===== src/hdl/rcss_pkg.sv =====
// ----------------------------------------------------------------------------
// rcss_pkg
// Shared types and constants for the robot command and servo sequencer.
// ----------------------------------------------------------------------------
`default_nettype none

package rcss_pkg;

   localparam int AngleWidth  = 11;
   localparam int PulseWidth  = 12;
   localparam int StepWidth   = 7;
   localparam int SettleWidth = 4;
   localparam int CsrIdxWidth = 3;
   localparam int CsrDatWidth = 11;

   // Command byte codes.
   localparam logic [7:0] CmdNone   = 8'd0;
   localparam logic [7:0] CmdPickup = 8'd253;
   localparam logic [7:0] CmdDrop   = 8'd254;
   localparam logic [7:0] CmdStop   = 8'd255;

   // Register reset values.
   localparam logic [StepWidth-1:0]   RampStepRst   = 7'd10;
   localparam logic [AngleWidth-1:0]  LiftLowRst    = 11'd1200;
   localparam logic [AngleWidth-1:0]  LiftHighRst   = 11'd1800;
   localparam logic [AngleWidth-1:0]  GripOpenRst   = 11'd900;
   localparam logic [AngleWidth-1:0]  GripClosedRst = 11'd0;
   localparam logic [AngleWidth-1:0]  NeutralRst    = 11'd1500;
   localparam logic [SettleWidth-1:0] SettleRst     = 4'd5;

   // Servo positions after reset.
   localparam logic [AngleWidth-1:0]  LiftPosRst    = 11'd1800;
   localparam logic [AngleWidth-1:0]  GripPosRst    = 11'd900;

   typedef enum logic [CsrIdxWidth-1:0] {
      REG_RAMP_STEP    = 3'd0,
      REG_LIFT_LOW     = 3'd1,
      REG_LIFT_HIGH    = 3'd2,
      REG_GRIP_OPEN    = 3'd3,
      REG_GRIP_CLOSED  = 3'd4,
      REG_NEUTRAL      = 3'd5,
      REG_SETTLE_TICKS = 3'd6
   } reg_index_type;

   typedef enum logic [1:0] {
      OP_NONE   = 2'd0,
      OP_PICKUP = 2'd1,
      OP_DROP   = 2'd2
   } op_type;

   typedef enum logic [2:0] {
      PH_IDLE   = 3'd0,
      PH_LOWER  = 3'd1,
      PH_GRIP   = 3'd2,
      PH_SETTLE = 3'd3,
      PH_RAISE  = 3'd4
   } phase_type;

   typedef enum logic {
      ITEM_BYTE = 1'b0,
      ITEM_TICK = 1'b1
   } item_kind_type;

   typedef struct packed {
      logic [StepWidth-1:0]   ramp_step;
      logic [AngleWidth-1:0]  lift_low_angle;
      logic [AngleWidth-1:0]  lift_high_angle;
      logic [AngleWidth-1:0]  grip_open_angle;
      logic [AngleWidth-1:0]  grip_closed_angle;
      logic [AngleWidth-1:0]  neutral_pulse_us;
      logic [SettleWidth-1:0] settle_ticks;
   } cfg_type;

   // Gripper state as it stands after the transaction being processed.
   typedef struct packed {
      logic [AngleWidth-1:0] lift_angle;
      logic [AngleWidth-1:0] grip_angle;
      logic                  busy;
   } grip_status_type;

   // One accepted input transaction, handed to the processing units.
   typedef struct packed {
      logic       fire;
      logic       tick;
      logic [7:0] rx_byte;
   } item_type;

endpackage

`default_nettype wire


===== src/hdl/rcss_csr.sv =====
// ----------------------------------------------------------------------------
// rcss_csr
// Configuration register file, written one register per transaction.
// ----------------------------------------------------------------------------
`default_nettype none

module rcss_csr (
   input  wire logic                                clock,
   input  wire logic                                reset,
   input  wire logic                                wr_en,
   input  wire logic [rcss_pkg::CsrIdxWidth-1:0]    wr_index,
   input  wire logic [rcss_pkg::CsrDatWidth-1:0]    wr_data,
   output rcss_pkg::cfg_type                        cfg
);

   rcss_pkg::cfg_type cfg_ff;
   rcss_pkg::cfg_type cfg_in;

   always_comb begin
      cfg_in = cfg_ff;
      if (wr_en) begin
         case (wr_index)
            rcss_pkg::REG_RAMP_STEP:    cfg_in.ramp_step = wr_data[rcss_pkg::StepWidth-1:0];
            rcss_pkg::REG_LIFT_LOW:     cfg_in.lift_low_angle = wr_data;
            rcss_pkg::REG_LIFT_HIGH:    cfg_in.lift_high_angle = wr_data;
            rcss_pkg::REG_GRIP_OPEN:    cfg_in.grip_open_angle = wr_data;
            rcss_pkg::REG_GRIP_CLOSED:  cfg_in.grip_closed_angle = wr_data;
            rcss_pkg::REG_NEUTRAL:      cfg_in.neutral_pulse_us = wr_data;
            rcss_pkg::REG_SETTLE_TICKS: begin
               cfg_in.settle_ticks = wr_data[rcss_pkg::SettleWidth-1:0];
            end
            default: ;
         endcase
      end
   end

   always_ff @(posedge clock) begin
      if (reset) begin
         cfg_ff.ramp_step         <= rcss_pkg::RampStepRst;
         cfg_ff.lift_low_angle    <= rcss_pkg::LiftLowRst;
         cfg_ff.lift_high_angle   <= rcss_pkg::LiftHighRst;
         cfg_ff.grip_open_angle   <= rcss_pkg::GripOpenRst;
         cfg_ff.grip_closed_angle <= rcss_pkg::GripClosedRst;
         cfg_ff.neutral_pulse_us  <= rcss_pkg::NeutralRst;
         cfg_ff.settle_ticks      <= rcss_pkg::SettleRst;
      end else begin
         cfg_ff <= cfg_in;
      end
   end

   assign cfg = cfg_ff;

endmodule

`default_nettype wire


===== src/hdl/rcss_drive.sv =====
// ----------------------------------------------------------------------------
// rcss_drive
// Wheel speed registers, speed command decode and wheel pulse widths.
// ----------------------------------------------------------------------------
`default_nettype none

module rcss_drive (
   input  wire logic                               clock,
   input  wire logic                               reset,
   input  wire rcss_pkg::item_type                 item,
   input  wire logic [rcss_pkg::AngleWidth-1:0]    neutral_pulse_us,
   output logic [rcss_pkg::PulseWidth-1:0]         left_pulse_us,
   output logic [rcss_pkg::PulseWidth-1:0]         right_pulse_us
);

   logic signed [7:0] left_ff, left_in;
   logic signed [7:0] right_ff, right_in;
   logic        [6:0] mag;
   logic signed [7:0] speed;

   // Neutral plus or minus twice the speed, floored at zero; zero speed gives no pulse.
   function automatic logic [rcss_pkg::PulseWidth-1:0] pulse_width(
      input logic signed [7:0]                 spd,
      input logic                              plus,
      input logic [rcss_pkg::AngleWidth-1:0]   neutral
   );
      logic signed [12:0] dbl;
      logic signed [12:0] sum;
      dbl = {{4{spd[7]}}, spd, 1'b0};
      sum = plus ? ($signed({2'b00, neutral}) + dbl) : ($signed({2'b00, neutral}) - dbl);
      if (spd == 8'sd0) begin
         return '0;
      end else if (sum[12]) begin
         return '0;
      end else begin
         return sum[rcss_pkg::PulseWidth-1:0];
      end
   endfunction

   always_comb begin
      mag      = {item.rx_byte[7:2], 1'b0};
      speed    = item.rx_byte[1] ? $signed({1'b0, mag}) : -$signed({1'b0, mag});
      left_in  = left_ff;
      right_in = right_ff;
      if (item.fire && !item.tick) begin
         if (item.rx_byte == rcss_pkg::CmdStop) begin
            left_in  = '0;
            right_in = '0;
         end else if (item.rx_byte != rcss_pkg::CmdPickup
                      && item.rx_byte != rcss_pkg::CmdDrop
                      && item.rx_byte != rcss_pkg::CmdNone) begin
            if (item.rx_byte[0]) begin
               right_in = speed;
            end else begin
               left_in = speed;
            end
         end
      end
   end

   always_ff @(posedge clock) begin
      if (reset) begin
         left_ff  <= '0;
         right_ff <= '0;
      end else begin
         left_ff  <= left_in;
         right_ff <= right_in;
      end
   end

   // Widths reflect the speeds after the current transaction.
   assign left_pulse_us  = pulse_width(left_in, 1'b1, neutral_pulse_us);
   assign right_pulse_us = pulse_width(right_in, 1'b0, neutral_pulse_us);

endmodule

`default_nettype wire


===== src/hdl/rcss_grip.sv =====
// ----------------------------------------------------------------------------
// rcss_grip
// Gripper sequencer: pickup and drop phases with ramped lift and grip servos.
// ----------------------------------------------------------------------------
`default_nettype none

module rcss_grip (
   input  wire logic                 clock,
   input  wire logic                 reset,
   input  wire rcss_pkg::item_type   item,
   input  wire rcss_pkg::cfg_type    cfg,
   output rcss_pkg::grip_status_type status
);

   rcss_pkg::phase_type                   phase_ff, phase_in;
   rcss_pkg::op_type                      op_ff, op_in;
   logic [rcss_pkg::AngleWidth-1:0]       lift_ff, lift_in;
   logic [rcss_pkg::AngleWidth-1:0]       grip_ff, grip_in;
   logic [rcss_pkg::SettleWidth-1:0]      cnt_ff, cnt_in;

   rcss_pkg::phase_type                   act;
   logic [rcss_pkg::SettleWidth-1:0]      cnt_eff;
   logic [rcss_pkg::AngleWidth-1:0]       grip_tgt;
   logic [rcss_pkg::AngleWidth-1:0]       ramp_pos;
   logic [rcss_pkg::AngleWidth-1:0]       ramp_tgt;
   logic [rcss_pkg::AngleWidth-1:0]       ramp_new;
   logic [rcss_pkg::StepWidth-1:0]        step;

   // One ramp step toward the target, landing on it rather than passing it.
   function automatic logic [rcss_pkg::AngleWidth-1:0] ramp(
      input logic [rcss_pkg::AngleWidth-1:0] pos,
      input logic [rcss_pkg::AngleWidth-1:0] tgt,
      input logic [rcss_pkg::StepWidth-1:0]  st
   );
      logic [rcss_pkg::AngleWidth-1:0] diff;
      logic [rcss_pkg::AngleWidth-1:0] st_ext;
      st_ext = {{(rcss_pkg::AngleWidth-rcss_pkg::StepWidth){1'b0}}, st};
      diff   = (pos < tgt) ? (tgt - pos) : (pos - tgt);
      if (diff <= st_ext) begin
         return tgt;
      end else if (pos < tgt) begin
         return pos + st_ext;
      end else begin
         return pos - st_ext;
      end
   endfunction

   always_comb begin
      phase_in = phase_ff;
      op_in    = op_ff;
      lift_in  = lift_ff;
      grip_in  = grip_ff;
      cnt_in   = cnt_ff;

      step     = (cfg.ramp_step == '0) ? {{(rcss_pkg::StepWidth-1){1'b0}}, 1'b1}
                                        : cfg.ramp_step;
      grip_tgt = (op_ff == rcss_pkg::OP_PICKUP) ? cfg.grip_closed_angle
                                                : cfg.grip_open_angle;

      // A phase whose target is already met is passed within the same tick,
      // so find the first phase that still has work to do.
      act     = phase_ff;
      cnt_eff = cnt_ff;
      if (act == rcss_pkg::PH_LOWER && lift_ff == cfg.lift_low_angle) begin
         act = rcss_pkg::PH_GRIP;
      end
      if (act == rcss_pkg::PH_GRIP && grip_ff == grip_tgt) begin
         if (op_ff == rcss_pkg::OP_PICKUP) begin
            act     = rcss_pkg::PH_SETTLE;
            cnt_eff = '0;
         end else begin
            act = rcss_pkg::PH_RAISE;
         end
      end
      if (act == rcss_pkg::PH_SETTLE && cnt_eff >= cfg.settle_ticks) begin
         act = rcss_pkg::PH_RAISE;
      end
      if (act == rcss_pkg::PH_RAISE && lift_ff == cfg.lift_high_angle) begin
         act = rcss_pkg::PH_IDLE;
      end

      ramp_pos = (act == rcss_pkg::PH_GRIP) ? grip_ff : lift_ff;
      case (act)
         rcss_pkg::PH_GRIP:  ramp_tgt = grip_tgt;
         rcss_pkg::PH_RAISE: ramp_tgt = cfg.lift_high_angle;
         default:            ramp_tgt = cfg.lift_low_angle;
      endcase
      ramp_new = ramp(ramp_pos, ramp_tgt, step);

      if (item.fire && item.tick) begin
         if (phase_ff != rcss_pkg::PH_IDLE) begin
            cnt_in = cnt_eff;
            case (act)
               rcss_pkg::PH_LOWER: begin
                  lift_in  = ramp_new;
                  phase_in = (ramp_new == ramp_tgt) ? rcss_pkg::PH_GRIP : rcss_pkg::PH_LOWER;
               end
               rcss_pkg::PH_GRIP: begin
                  grip_in  = ramp_new;
                  phase_in = rcss_pkg::PH_GRIP;
                  if (ramp_new == ramp_tgt) begin
                     if (op_ff == rcss_pkg::OP_PICKUP) begin
                        phase_in = rcss_pkg::PH_SETTLE;
                        cnt_in   = '0;
                     end else begin
                        phase_in = rcss_pkg::PH_RAISE;
                     end
                  end
               end
               rcss_pkg::PH_SETTLE: begin
                  cnt_in   = cnt_eff + 1'b1;
                  phase_in = (cnt_in >= cfg.settle_ticks) ? rcss_pkg::PH_RAISE
                                                          : rcss_pkg::PH_SETTLE;
               end
               rcss_pkg::PH_RAISE: begin
                  lift_in = ramp_new;
                  if (ramp_new == ramp_tgt) begin
                     phase_in = rcss_pkg::PH_IDLE;
                     op_in    = rcss_pkg::OP_NONE;
                  end
               end
               default: begin
                  phase_in = rcss_pkg::PH_IDLE;
                  op_in    = rcss_pkg::OP_NONE;
               end
            endcase
         end
      end else if (item.fire) begin
         if ((item.rx_byte == rcss_pkg::CmdPickup || item.rx_byte == rcss_pkg::CmdDrop)
             && phase_ff == rcss_pkg::PH_IDLE) begin
            op_in    = (item.rx_byte == rcss_pkg::CmdPickup) ? rcss_pkg::OP_PICKUP
                                                             : rcss_pkg::OP_DROP;
            phase_in = rcss_pkg::PH_LOWER;
            cnt_in   = '0;
         end
      end
   end

   always_ff @(posedge clock) begin
      if (reset) begin
         phase_ff <= rcss_pkg::PH_IDLE;
         op_ff    <= rcss_pkg::OP_NONE;
         lift_ff  <= rcss_pkg::LiftPosRst;
         grip_ff  <= rcss_pkg::GripPosRst;
         cnt_ff   <= '0;
      end else begin
         phase_ff <= phase_in;
         op_ff    <= op_in;
         lift_ff  <= lift_in;
         grip_ff  <= grip_in;
         cnt_ff   <= cnt_in;
      end
   end

   always_comb begin
      status.lift_angle = lift_in;
      status.grip_angle = grip_in;
      status.busy       = (phase_in != rcss_pkg::PH_IDLE);
   end

endmodule

`default_nettype wire


===== src/hdl/robot_command_servo_sequencer.sv =====
// ----------------------------------------------------------------------------
// robot_command_servo_sequencer
// Decodes command bytes and millisecond ticks into wheel pulse widths and
// ramped lift and grip servo angles for a pickup and drop gripper.
// ----------------------------------------------------------------------------
//
//   Channel  Direction  Handshake             Payload
//   req      in         req_valid/req_ready   req_item_kind, req_rx_byte
//   rsp      out        rsp_valid/rsp_ready   wheel pulses, servo angles, busy
//   csr      in         csr_valid/csr_ready   csr_index, csr_wdata
//
// Each transaction is captured in an input register and processed when it
// moves on, where the state updates and the result register loads; one
// transaction is taken every cycle while rsp is not stalled. A stalled rsp
// stops the input register from draining, and req_ready then drops.
// Reset restores register defaults, stops both wheels and parks the gripper.
// ----------------------------------------------------------------------------
`default_nettype none

module robot_command_servo_sequencer (
   input  wire logic                                clock,
   input  wire logic                                reset,

   input  wire logic                                req_valid,
   output logic                                     req_ready,
   input  wire logic                                req_item_kind,
   input  wire logic [7:0]                          req_rx_byte,

   output logic                                     rsp_valid,
   input  wire logic                                rsp_ready,
   output logic [rcss_pkg::PulseWidth-1:0]          rsp_left_pulse_us,
   output logic [rcss_pkg::PulseWidth-1:0]          rsp_right_pulse_us,
   output logic [rcss_pkg::AngleWidth-1:0]          rsp_lift_angle,
   output logic [rcss_pkg::AngleWidth-1:0]          rsp_grip_angle,
   output logic                                     rsp_gripper_busy,

   input  wire logic                                csr_valid,
   output logic                                     csr_ready,
   input  wire logic [rcss_pkg::CsrIdxWidth-1:0]    csr_index,
   input  wire logic [rcss_pkg::CsrDatWidth-1:0]    csr_wdata
);

   logic                             in_vld_ff, in_vld_in;
   logic                             in_kind_ff;
   logic [7:0]                       in_byte_ff;
   logic                             rsp_vld_ff, rsp_vld_in;
   logic [rcss_pkg::PulseWidth-1:0]  left_ff, right_ff;
   logic [rcss_pkg::AngleWidth-1:0]  lift_ff, grip_ff;
   logic                             busy_ff;
   logic                             adv;

   rcss_pkg::cfg_type                cfg;
   rcss_pkg::item_type               item;
   rcss_pkg::grip_status_type        grip_status;
   logic [rcss_pkg::PulseWidth-1:0]  left_pulse;
   logic [rcss_pkg::PulseWidth-1:0]  right_pulse;

   // The held transaction moves on when the result register is free or draining.
   assign adv        = in_vld_ff && (!rsp_vld_ff || rsp_ready);
   assign req_ready  = !in_vld_ff || adv;
   assign in_vld_in  = (req_valid && req_ready) || (in_vld_ff && !adv);
   assign rsp_vld_in = adv || (rsp_vld_ff && !rsp_ready);
   assign csr_ready  = 1'b1;

   always_comb begin
      item.fire    = adv;
      item.tick    = (in_kind_ff == rcss_pkg::ITEM_TICK);
      item.rx_byte = in_byte_ff;
   end

   rcss_csr u_csr (
      .clock    (clock),
      .reset    (reset),
      .wr_en    (csr_valid && csr_ready),
      .wr_index (csr_index),
      .wr_data  (csr_wdata),
      .cfg      (cfg)
   );

   rcss_drive u_drive (
      .clock            (clock),
      .reset            (reset),
      .item             (item),
      .neutral_pulse_us (cfg.neutral_pulse_us),
      .left_pulse_us    (left_pulse),
      .right_pulse_us   (right_pulse)
   );

   rcss_grip u_grip (
      .clock  (clock),
      .reset  (reset),
      .item   (item),
      .cfg    (cfg),
      .status (grip_status)
   );

   always_ff @(posedge clock) begin
      if (reset) begin
         in_vld_ff  <= 1'b0;
         rsp_vld_ff <= 1'b0;
      end else begin
         in_vld_ff  <= in_vld_in;
         rsp_vld_ff <= rsp_vld_in;
      end
   end

   always_ff @(posedge clock) begin
      if (req_valid && req_ready) begin
         in_kind_ff <= req_item_kind;
         in_byte_ff <= req_rx_byte;
      end
      if (adv) begin
         left_ff  <= left_pulse;
         right_ff <= right_pulse;
         lift_ff  <= grip_status.lift_angle;
         grip_ff  <= grip_status.grip_angle;
         busy_ff  <= grip_status.busy;
      end
   end

   assign rsp_valid          = rsp_vld_ff;
   assign rsp_left_pulse_us  = left_ff;
   assign rsp_right_pulse_us = right_ff;
   assign rsp_lift_angle     = lift_ff;
   assign rsp_grip_angle     = grip_ff;
   assign rsp_gripper_busy   = busy_ff;

endmodule

`default_nettype wire


===== config.mk =====
export PLATFORM = sky130hd
export DESIGN_NAME = robot_command_servo_sequencer
export DESIGN_NICKNAME = d
export VERILOG_FILES = /design/src/hdl/rcss_pkg.sv /design/src/hdl/rcss_csr.sv /design/src/hdl/rcss_drive.sv /design/src/hdl/rcss_grip.sv /design/src/hdl/robot_command_servo_sequencer.sv
export SDC_FILE = /design/constraint.sdc
export NUM_CORES = 1
export LEC_CHECK = 0
export ABC_AREA = 1
export ABC_CLOCK_PERIOD_IN_PS = 8840
export BUFFER_PORTS_ARGS = -buffer_cell sky130_fd_sc_hd__buf_4
export CAP_MARGIN = 30
export CORE_MARGIN = 2
export CORE_UTILIZATION = 57
export CTS_CLUSTER_DIAMETER = 40
export DETAILED_ROUTE_END_ITERATION = 10
export GPL_TIMING_DRIVEN = 0
export PLACE_DENSITY = 0.85
export SETUP_SLACK_MARGIN = 0.5
export SYNTH_ARGS = -nofsm -noshare
export SYNTH_HDL_FRONTEND = slang
export SYNTH_SLANG_ARGS = --single-unit

===== constraint.sdc =====
create_clock -name clock -period 8.84 [get_ports clock]
set_clock_uncertainty 0.15 [all_clocks]
set_input_delay 0.884 -clock clock [delete_from_list [all_inputs] [get_ports clock]]
set_output_delay 0.884 -clock clock [all_outputs]
set_load 0.02 [all_outputs]

# Word-level counts from Yosys, hierarchy flattened
# Index checks and enable logic that the tools add are counted.
# word_totals
reg_bits	171
latch_bits	0
ramBits	0
romBits	0
input_bits	28
out_inout_bits	50
elab_cells	160
memories	0
# op_classes
add_sub_neg	8
multipliers	0
n_div	0
n_lt_le_gt_ge	4
n_eq_ne	27
n_shift	0
n_mux	52
bitwise_logic	0
reduce_logical	46
# op_table
operator	count
11-bit 2-to-1 mux	11
8-bit 2-to-1 mux	9
11-bit == test	4
3-bit 2-to-1 mux	12
4-bit 2-to-1 mux	8
8-bit == test (second input constant)	3
11-bit one-hot mux with 2 select lines	1
11-bit subtractor	2
3-bit by 2-bit == test with 1-bit output (second input constant)	6
8-bit logical NOT	2
8-bit inequality test (second input constant)	2
3-bit == test (second input constant)	5
2-bit 2-to-1 mux	7
2-bit AND reduction	7
12-bit by 9-bit adder with 13-bit output	1
1-bit logical AND	13
12-bit by 9-bit subtractor with 13-bit output	1
3-bit one-hot mux with 4 select lines	1
11-bit by 7-bit adder with 11-bit output	1
11-bit by 7-bit <= comparator with 1-bit output	1
11-bit less-than comparator	1
11-bit by 7-bit subtractor with 11-bit output	1
3-bit by 1-bit == test with 1-bit output (second input constant)	3
4-bit greater-or-equal comparator	2
19 further kinds	33

# Depth between registers and ports, before layout
# Gate-level depths: netlist (run 1).
# depth
depth_word	24
depth_mapped	66
mapped_depth_nobuf	63

# Cells and area by module
# Synthesis (run 1) repeated with hierarchy kept, for this count alone.
# unflattened
cells_unflattened	1685
area_unflattened_um2	11651.2
# modules_own_cells
mod	instances	cells_each	area_per_inst_um2	seq_area_each_um2
rcss_grip	1	862	5003.5	620.6
rcss_csr	1	367	2571.2	1321.3
rcss_drive	1	386	2292.2	320.3
robot_command_servo_sequencer	1	70	1784.2	1721.7

# Worst setup path before layout (run 1)
# Ideal clock, no wire load.
# synth_timing
path_type	reg-to-reg
from	reg u_grip.op_ff[0]
to	reg busy_ff, in the netlist rsp_gripper_busy, data pin
t_arrival_ps	7295
t_required_ps	8433
slack_ps	1138
stages_incl_launch_ff	57
n_path_buf	8
synth_period_minus_slack_ps	7702
cell_sequence	dfxtp_1 buf_4 buf_4 nand3_1 nand2_1 nand2_1 nand2_1 nor2_1 nand2_1 a21oi_2 nand4_4 nand2_1 inv_1 ha_1 o311ai_0 nand2_2 nand4_2 clkbuf_1 (+21 left out) nand2_1 o41ai_1 nand2_1 nor3_1 nand3b_1 clkbuf_1 nand2_1 nand3_1 a21oi_1 nand2_1 nor2_4 nand2_4 nand3_1 nand3_1 nand2_1 nand2_1 nor2_1 nand2_1
# synth_rtl
element	line_no	rtl
from (decl)	rcss_grip.sv:16	rcss_pkg::op_type op_ff, op_in;
from (signal assigned)	rcss_grip.sv:142	op_ff <= rcss_pkg::OP_NONE;
from (signal assigned)	rcss_grip.sv:148	op_ff <= op_in;
to (signal assigned)	robot_command_servo_sequencer.sv:117	busy_ff <= grip_status.busy;
to (decl)	robot_command_servo_sequencer.sv:49	logic busy_ff;

==> out/results.txt, run 1 <==
Routability cong.: 0.998
Worst r2r src: u_grip.op_ff[0]
Area delta synth->final: 26.1%
Hold Path Class: flop to flop
Req. time, crit path: 8.88 ns
CP Class: flop to flop
EDFF count, synth: 56
Crit path to: rsp_gripper_busy
Peak VDD IR: 0.000144 V
Mapped Area: 10900 µm²
Worst-path clk slew: 0.07 ns
Core Area: 18800 µm²
DR vias/cell: 5.95
Initial antenna violation count: 0
Number of clock sinks: 171
#FFs+latches synth: 171
Simple-Gate Fraction of Synth Area: 0.279
Reg-to-reg endpoint: rsp_gripper_busy
Wire per inst: 18.3 µm
Seq. cell area: 3990 µm²
First-pass GRT wire length: 49500 µm
Clock Path Buffers: 2
Vias in the first global route: 9921
Die width: 142 µm
Footprint of the multi-input gates: 6730 µm²
DIE HEIGHT: 142 µm
CP Launch Point: u_grip.op_ff[0]
Synthesized-area fraction occupied by adder cells: 0.0916
Cell Area, Placed: 11800 µm²
Power Density: 145 nW/µm²
Avg Inst Size Synth: 7.19 µm²
Hold_buf cts: 0
Starting Density: 0.582
RSZ-0062 raised after global routing: yes
Worst EP arrival: 8.35 ns
Critical Path Sink Type: flop
Warnings from Yosys: 0
Synth cell types: 53
R2R setup slack: 0.52 ns
Fill cells: 1296
Dominant synthesized flop cell: dfxtp_1
Die area: 20300 µm²
Clock root buffer: clkbuf_16
Iteration-0 DRC Markers: 1383
Post-synthesis compound-gate area fraction: 0.134
Slowest stage cell, crit path: dfxtp_2
Max Slew Vio Count: 0
Async SR Flop Fraction: 0
Final period utilization: 0.941
# setup viols final: 0
Slowest stage delay, CP: 0.33 ns
Main combinational cell family by area after synthesis: simple AND/OR/NAND/NOR gates
R2R depth: 55
Outcome: completed
TritonCTS clock tree: done
Post-Synth XOR/XNOR Area: 0.0361
Final Hold Fails: 0
Num CTS Buffers: 17
Post-synthesis mux area share: 0
Detail Route Antenna Nets: 0
Congestion Overflow GR: 0
Finished Core Util: 0.735
DR vias: 11400
Buffers on Ports: 76
Detail Placement HPWL: 24200 µm
DP Cell Count: 1831
Share of layout cells above drive strength 1: 0.210
Peak Freq: 120 MHz
Max-cap viol count: 0
Most used cell, CP: nand2_4
Fin nets: 1772
Worst Tran Pin Value: 0.879 ns
Syn nets: 1625
LEAKAGE: 0.00649 µW
Diode count: 0
Design area: 13800 µm²
Sequential area share after synthesis: 0.364
Drt pass-1 iters: 6
Slew headroom: 0.412
IO Pins: 78
DRC Markers: 0
Period minus WS final: 8.32 ns
CP max FO: 6
Number of H-tree levels: 4
Type of origin of the critical path: flop
Post-Layout Cell Count: 1914
Clk_lat worst skew: 0.44 ns
Cells after Synth: 1520
GR Util All Layers: 0.313
Hold_ws: 0.302 ns
Pin count of the biggest net entering global routing: 47
# rows: 50
WL final: 35100 µm
## cell usage after synthesis (all sizes together), types with 2 or more instances
cell | number | share of area
a211oi | 2 | 0.0014
a21o | 7 | 0.0048
a21oi | 97 | 0.047
a221oi | 2 | 0.0016
a31oi | 4 | 0.0023
buf | 13 | 0.0095
clkbuf | 31 | 0.011
clkinv | 2 | 0.00069
dfxtp | 115 | 0.21
edfxtp | 56 | 0.15
fa | 5 | 0.0092
ha | 72 | 0.082
inv | 216 | 0.074
nand2 | 355 | 0.13
nand3 | 110 | 0.051
nand3b | 3 | 0.0021
nand4 | 20 | 0.013
nor2 | 174 | 0.064
nor3 | 16 | 0.0073
nor3b | 7 | 0.0048
nor4 | 3 | 0.0017
o211ai | 10 | 0.0069
o21ai | 120 | 0.056
o21bai | 7 | 0.0058
o22ai | 2 | 0.0011
o311ai | 2 | 0.0016
or2 | 16 | 0.0092
xnor2 | 14 | 0.011
xor2 | 31 | 0.025
## how the worst min path moves through the flow
stage,depth (start not counted),end,from,slack (ns)
final,2,u_drive.left_ff[0],u_drive.left_ff[0],0.30
after detailed placement,2,u_drive.left_ff[0],u_drive.left_ff[0],0.29
after global routing,2,u_drive.left_ff[0],u_drive.left_ff[0],0.31
after CTS,2,u_drive.left_ff[0],u_drive.left_ff[0],0.30
after floorplan,2,u_csr.cfg[59],u_csr.cfg[59],0.27
after global placement,2,u_csr.cfg[28],u_csr.cfg[28],0.29
## timing repair
action | in CTS | in global routing
setup buffers | 10 | 38
pin swaps | 13 | 79
setup endpoints to repair | 54 | 38
cloned | 0 | 3
gates resized for setup | 60 | 182
## per-stage QoR
stage | worst slack, ns | setup TNS, ns | power [µW]
2_1_floorplan | 1.14 | 0 | 1080
3_3_place_gp | -1.22 | -32.96 | 1170
3_5_place_dp | -1.37 | -39.90 | 1180
4_1_cts | 0.512 | 0 | 1940
5_1_grt | 0.251 | 0 | 2060
6_report | 0.524 | 0 | 1990
## power by group
part           internal (µW)  switching (µW)  total (µW)
Clock                    450             320         770
Sequential               843            14.5         858
Combinational            134             232         366
## layer usage
metal / vias up / share of wire / global-route usage
met5: - / 0 / 0
met4: 0 / 0.043 / 0.127
met3: 140 / 0.11 / 0.0596
met2: 752 / 0.46 / 0.505
met1: 5252 / 0.39 / 0.416
li1: 5248 / - / -
## cell usage in the layout (no fill, tap or decap), types with 11 or more instances in the layout
cell type / count
clkbuf_16: 19
xnor2_1: 13
nor2_1: 161
nand2_4: 15
nand3_2: 23
or2_2: 15
o21ai_0: 105
inv_1: 200
a21oi_2: 12
ha_4: 16
a21oi_1: 81
buf_4: 121
nor3_1: 13
edfxtp_1: 56
ha_1: 56
dfxtp_1: 112
nand2_2: 28
nand3_1: 80
nand2_1: 311
inv_2: 11
nand4_1: 18
clkbuf_1: 28
xor2_1: 30
## state kept, by name, indices dropped and copies added, names as in the netlist, 2 cells and up
register and flops:
u_drive.left_ff 8, u_csr.cfg 66, rsp_grip_angle 11, u_grip.grip_ff 11, in_byte_ff 8, u_grip.lift_ff 11, rsp_lift_angle 11, u_grip.cnt_ff 4
rsp_left_pulse_us 12, u_drive.right_ff 8, u_grip.phase_ff 3, u_grip.op_ff 2, rsp_right_pulse_us 12
## critical path, delay by kind of cell (launching register included)
kind                     cells  cell delay, ns
AO/OA/AOI/OAI               13            2.39
XOR/XNOR                     2            0.43
flip-flops                   1            0.33
adder cells (fa/ha/maj)      3            0.79
buffers and inverters       12            1.42
AND/OR/NAND/NOR             25            2.48
## kinds of logic after synthesis
family	count (synthesis)
flops	171
other cells	1
compound gates	260
fa+ha+maj	77
simple gates	704
xor+xnor	45
buf+inv	262
## cell type report
type                       count  share of cell area
buffer                        44              0.0229
multi-input combinational   1087               0.488
inverter                     218              0.0606
timing repair buffer         128              0.0737
sequential                   171               0.290
clock inverter                 9             0.00808
clock buffer                  23              0.0355
tap                          234              0.0212
(Power assumes the default switching activity.)
==> inputs of run 2 (changes only) <==
- BUFFER_PORTS_ARGS: -buffer_cell sky130_fd_sc_hd__buf_4 -> -buffer_cell sky130_fd_sc_hd__buf_2
==> out/results.txt, run 2 (same netlist as run 1, synthesis figures left out) <==
Outcome: completed
First-pass GRT wire length: 51100 µm
Reg-to-reg endpoint: rsp_gripper_busy
Footprint of the multi-input gates: 6710 µm²
LEAKAGE: 0.00652 µW
GR Util All Layers: 0.326
R2R depth: 60
DR vias/cell: 5.81
Clock Path Buffers: 2
Seq pwr share: 0.434
Power Density: 144 nW/µm²
Slowest stage delay, CP: 0.34 ns
Starting Density: 0.582
Area delta synth->final: 25.4%
Initial antenna violation count: 0
Final period utilization: 0.938
Iteration-0 DRC Markers: 1207
CP max FO: 6
Congestion Overflow GR: 0
Max reg flops: 66
Part of the power in the clock network: 0.382
Share of layout cells above drive strength 1: 0.222
Routability cong.: 1.01
RSZ-0062 raised after global routing: no
Type of origin of the critical path: flop
# setup viols final: 0
Die width: 142 µm
Detail Placement HPWL: 24800 µm
Final Hold Fails: 0
Period minus WS final: 8.29 ns
Peak Freq: 121 MHz
Commonest non-fill, non-tap cell in the layout: nand2_1
Fin nets: 1782
Max-cap viol count: 0
Fill cells: 1336
Post-Layout Cell Count: 1924
Worst Tran Pin Value: 0.832 ns
Fin Setup TNS: 0 ns
Vias in the first global route: 10100
Wire per inst: 18.3 µm
DR vias: 11200
R2R setup slack: 0.55 ns
Hold_sp: u_drive.left_ff[0]
Sw Pwr: 621 µW
Peak VDD IR: 0.000144 V
CP Class: flop to flop
Combinational share of power: 0.183
Number of H-tree levels: 4
WL final: 35300 µm
Total chip power: 1970 µW
Internal power: 1350 µW
Drt pass-1 iters: 8
IO Pins: 78
Critical Path Sink Type: flop
Seq. cell area: 4000 µm²
Endpoint, Worst Hold: u_drive.left_ff[0]
TritonCTS clock tree: done
Slew headroom: 0.443
Buffers on Ports: 76
Number of clock sinks: 171
Clock root buffer: clkbuf_16
DP Cell Count: 1831
Req. time, crit path: 8.89 ns
Hold path depth: 2
DIE HEIGHT: 142 µm
Pin count of the biggest net entering global routing: 47
Max Slew Vio Count: 0
Core Area: 18800 µm²
Worst EP arrival: 8.34 ns
# rows: 50
Die area: 20300 µm²
Switching share of power: 0.315
Detail Route Antenna Nets: 0
Clk_lat worst skew: 0.45 ns
Hold Path Class: flop to flop
Diode count: 0
Slowest stage cell, crit path: dfxtp_2
DRC Markers: 0
Worst-path clk slew: 0.07 ns
Most used cell, CP: nand2_2
Most frequent cells in the layout: nand2_1, inv_1, nor2_1, dfxtp_1, o21ai_0
Hold_buf cts: 0
Worst r2r src: u_grip.op_ff[0]
Num CTS Buffers: 17
[run 2: cell count changes in the layout (fill, tap and decap cells not counted), sizes merged]
cell / previous run / this run
inv: 219 / 222
clkinv: 5 / 11
clkbuf: 53 / 49
buf: 142 / 150
clkinvlp: 1 / 0
bufinv: 2 / 0
[run 2: how the worst max path moves through the flow]
| stage | startpoint | to | slack, ns |
|---|---|---|---|
| 3_5_place_dp | u_grip.phase_ff[0] | rsp_gripper_busy | -1.41 |
| 6_report | u_grip.op_ff[0] | rsp_gripper_busy | 0.55 |
| 2_1_floorplan | u_grip.op_ff[0] | rsp_gripper_busy | 1.14 |
| 5_1_grt | u_grip.op_ff[1] | rsp_gripper_busy | 0.15 |
| 3_3_place_gp | u_grip.phase_ff[0] | rsp_gripper_busy | -1.34 |
| 4_1_cts | u_grip.op_ff[0] | rsp_gripper_busy | 0.50 |
[run 2: routing by layer]
| layer | track usage | share of wire | vias up |
|---|---|---|---|
| li1 | - | - | 5264 |
| met5 | 0 | 0 | - |
| met3 | 0.0676 | 0.11 | 159 |
| met1 | 0.433 | 0.39 | 5114 |
| met2 | 0.529 | 0.45 | 643 |
| met4 | 0.115 | 0.048 | 0 |
[run 2: final cells by class]
class,count,area share
multi-input cells,1087,0.489
flip-flops and latches,171,0.291
repair buffers,138,0.0703
inverters,218,0.0606
clock buffers,17,0.0310
plain buffers,44,0.0232
well taps,234,0.0214
clock inverters,15,0.0127
[run 2: power by group through the flow]
stage	Combinational (µW)	Sequential [µW]	Clock (µW)
2_1_floorplan	194	887	0
3_3_place_gp	289	874	0
3_5_place_dp	298	874	0
4_1_cts	310	856	754
5_1_grt	393	859	784
6_report	361	856	754
[run 2: repair_timing]
action | CTS | global route
pin swaps | 13 | 86
gates resized for setup | 54 | 198
setup endpoints to repair | 54 | 49
cloned | 1 | 7
setup buffers | 10 | 43
[run 2: metrics by stage]
step	util	setup WS (ns)	area, µm²	hold WS (ns)
finish	0.731	0.550	13700	0.311
global route	0.731	0.151	13700	0.330
CTS	0.666	0.502	12500	0.305
detailed placement	0.619	-1.41	11600	0.292
global placement	0.618	-1.34	11600	0.288
floorplan	-	1.14	10900	0.274
[run 2: critical path: cells and delay by family, from the launching register on]
family / cells / cell delay, ns
buffers and inverters: 13 / 1.60
AO/OA/AOI/OAI: 11 / 1.61
XOR/XNOR: 1 / 0.21
adder cells (fa/ha/maj): 3 / 0.79
flip-flops: 1 / 0.34
AND/OR/NAND/NOR: 32 / 3.26
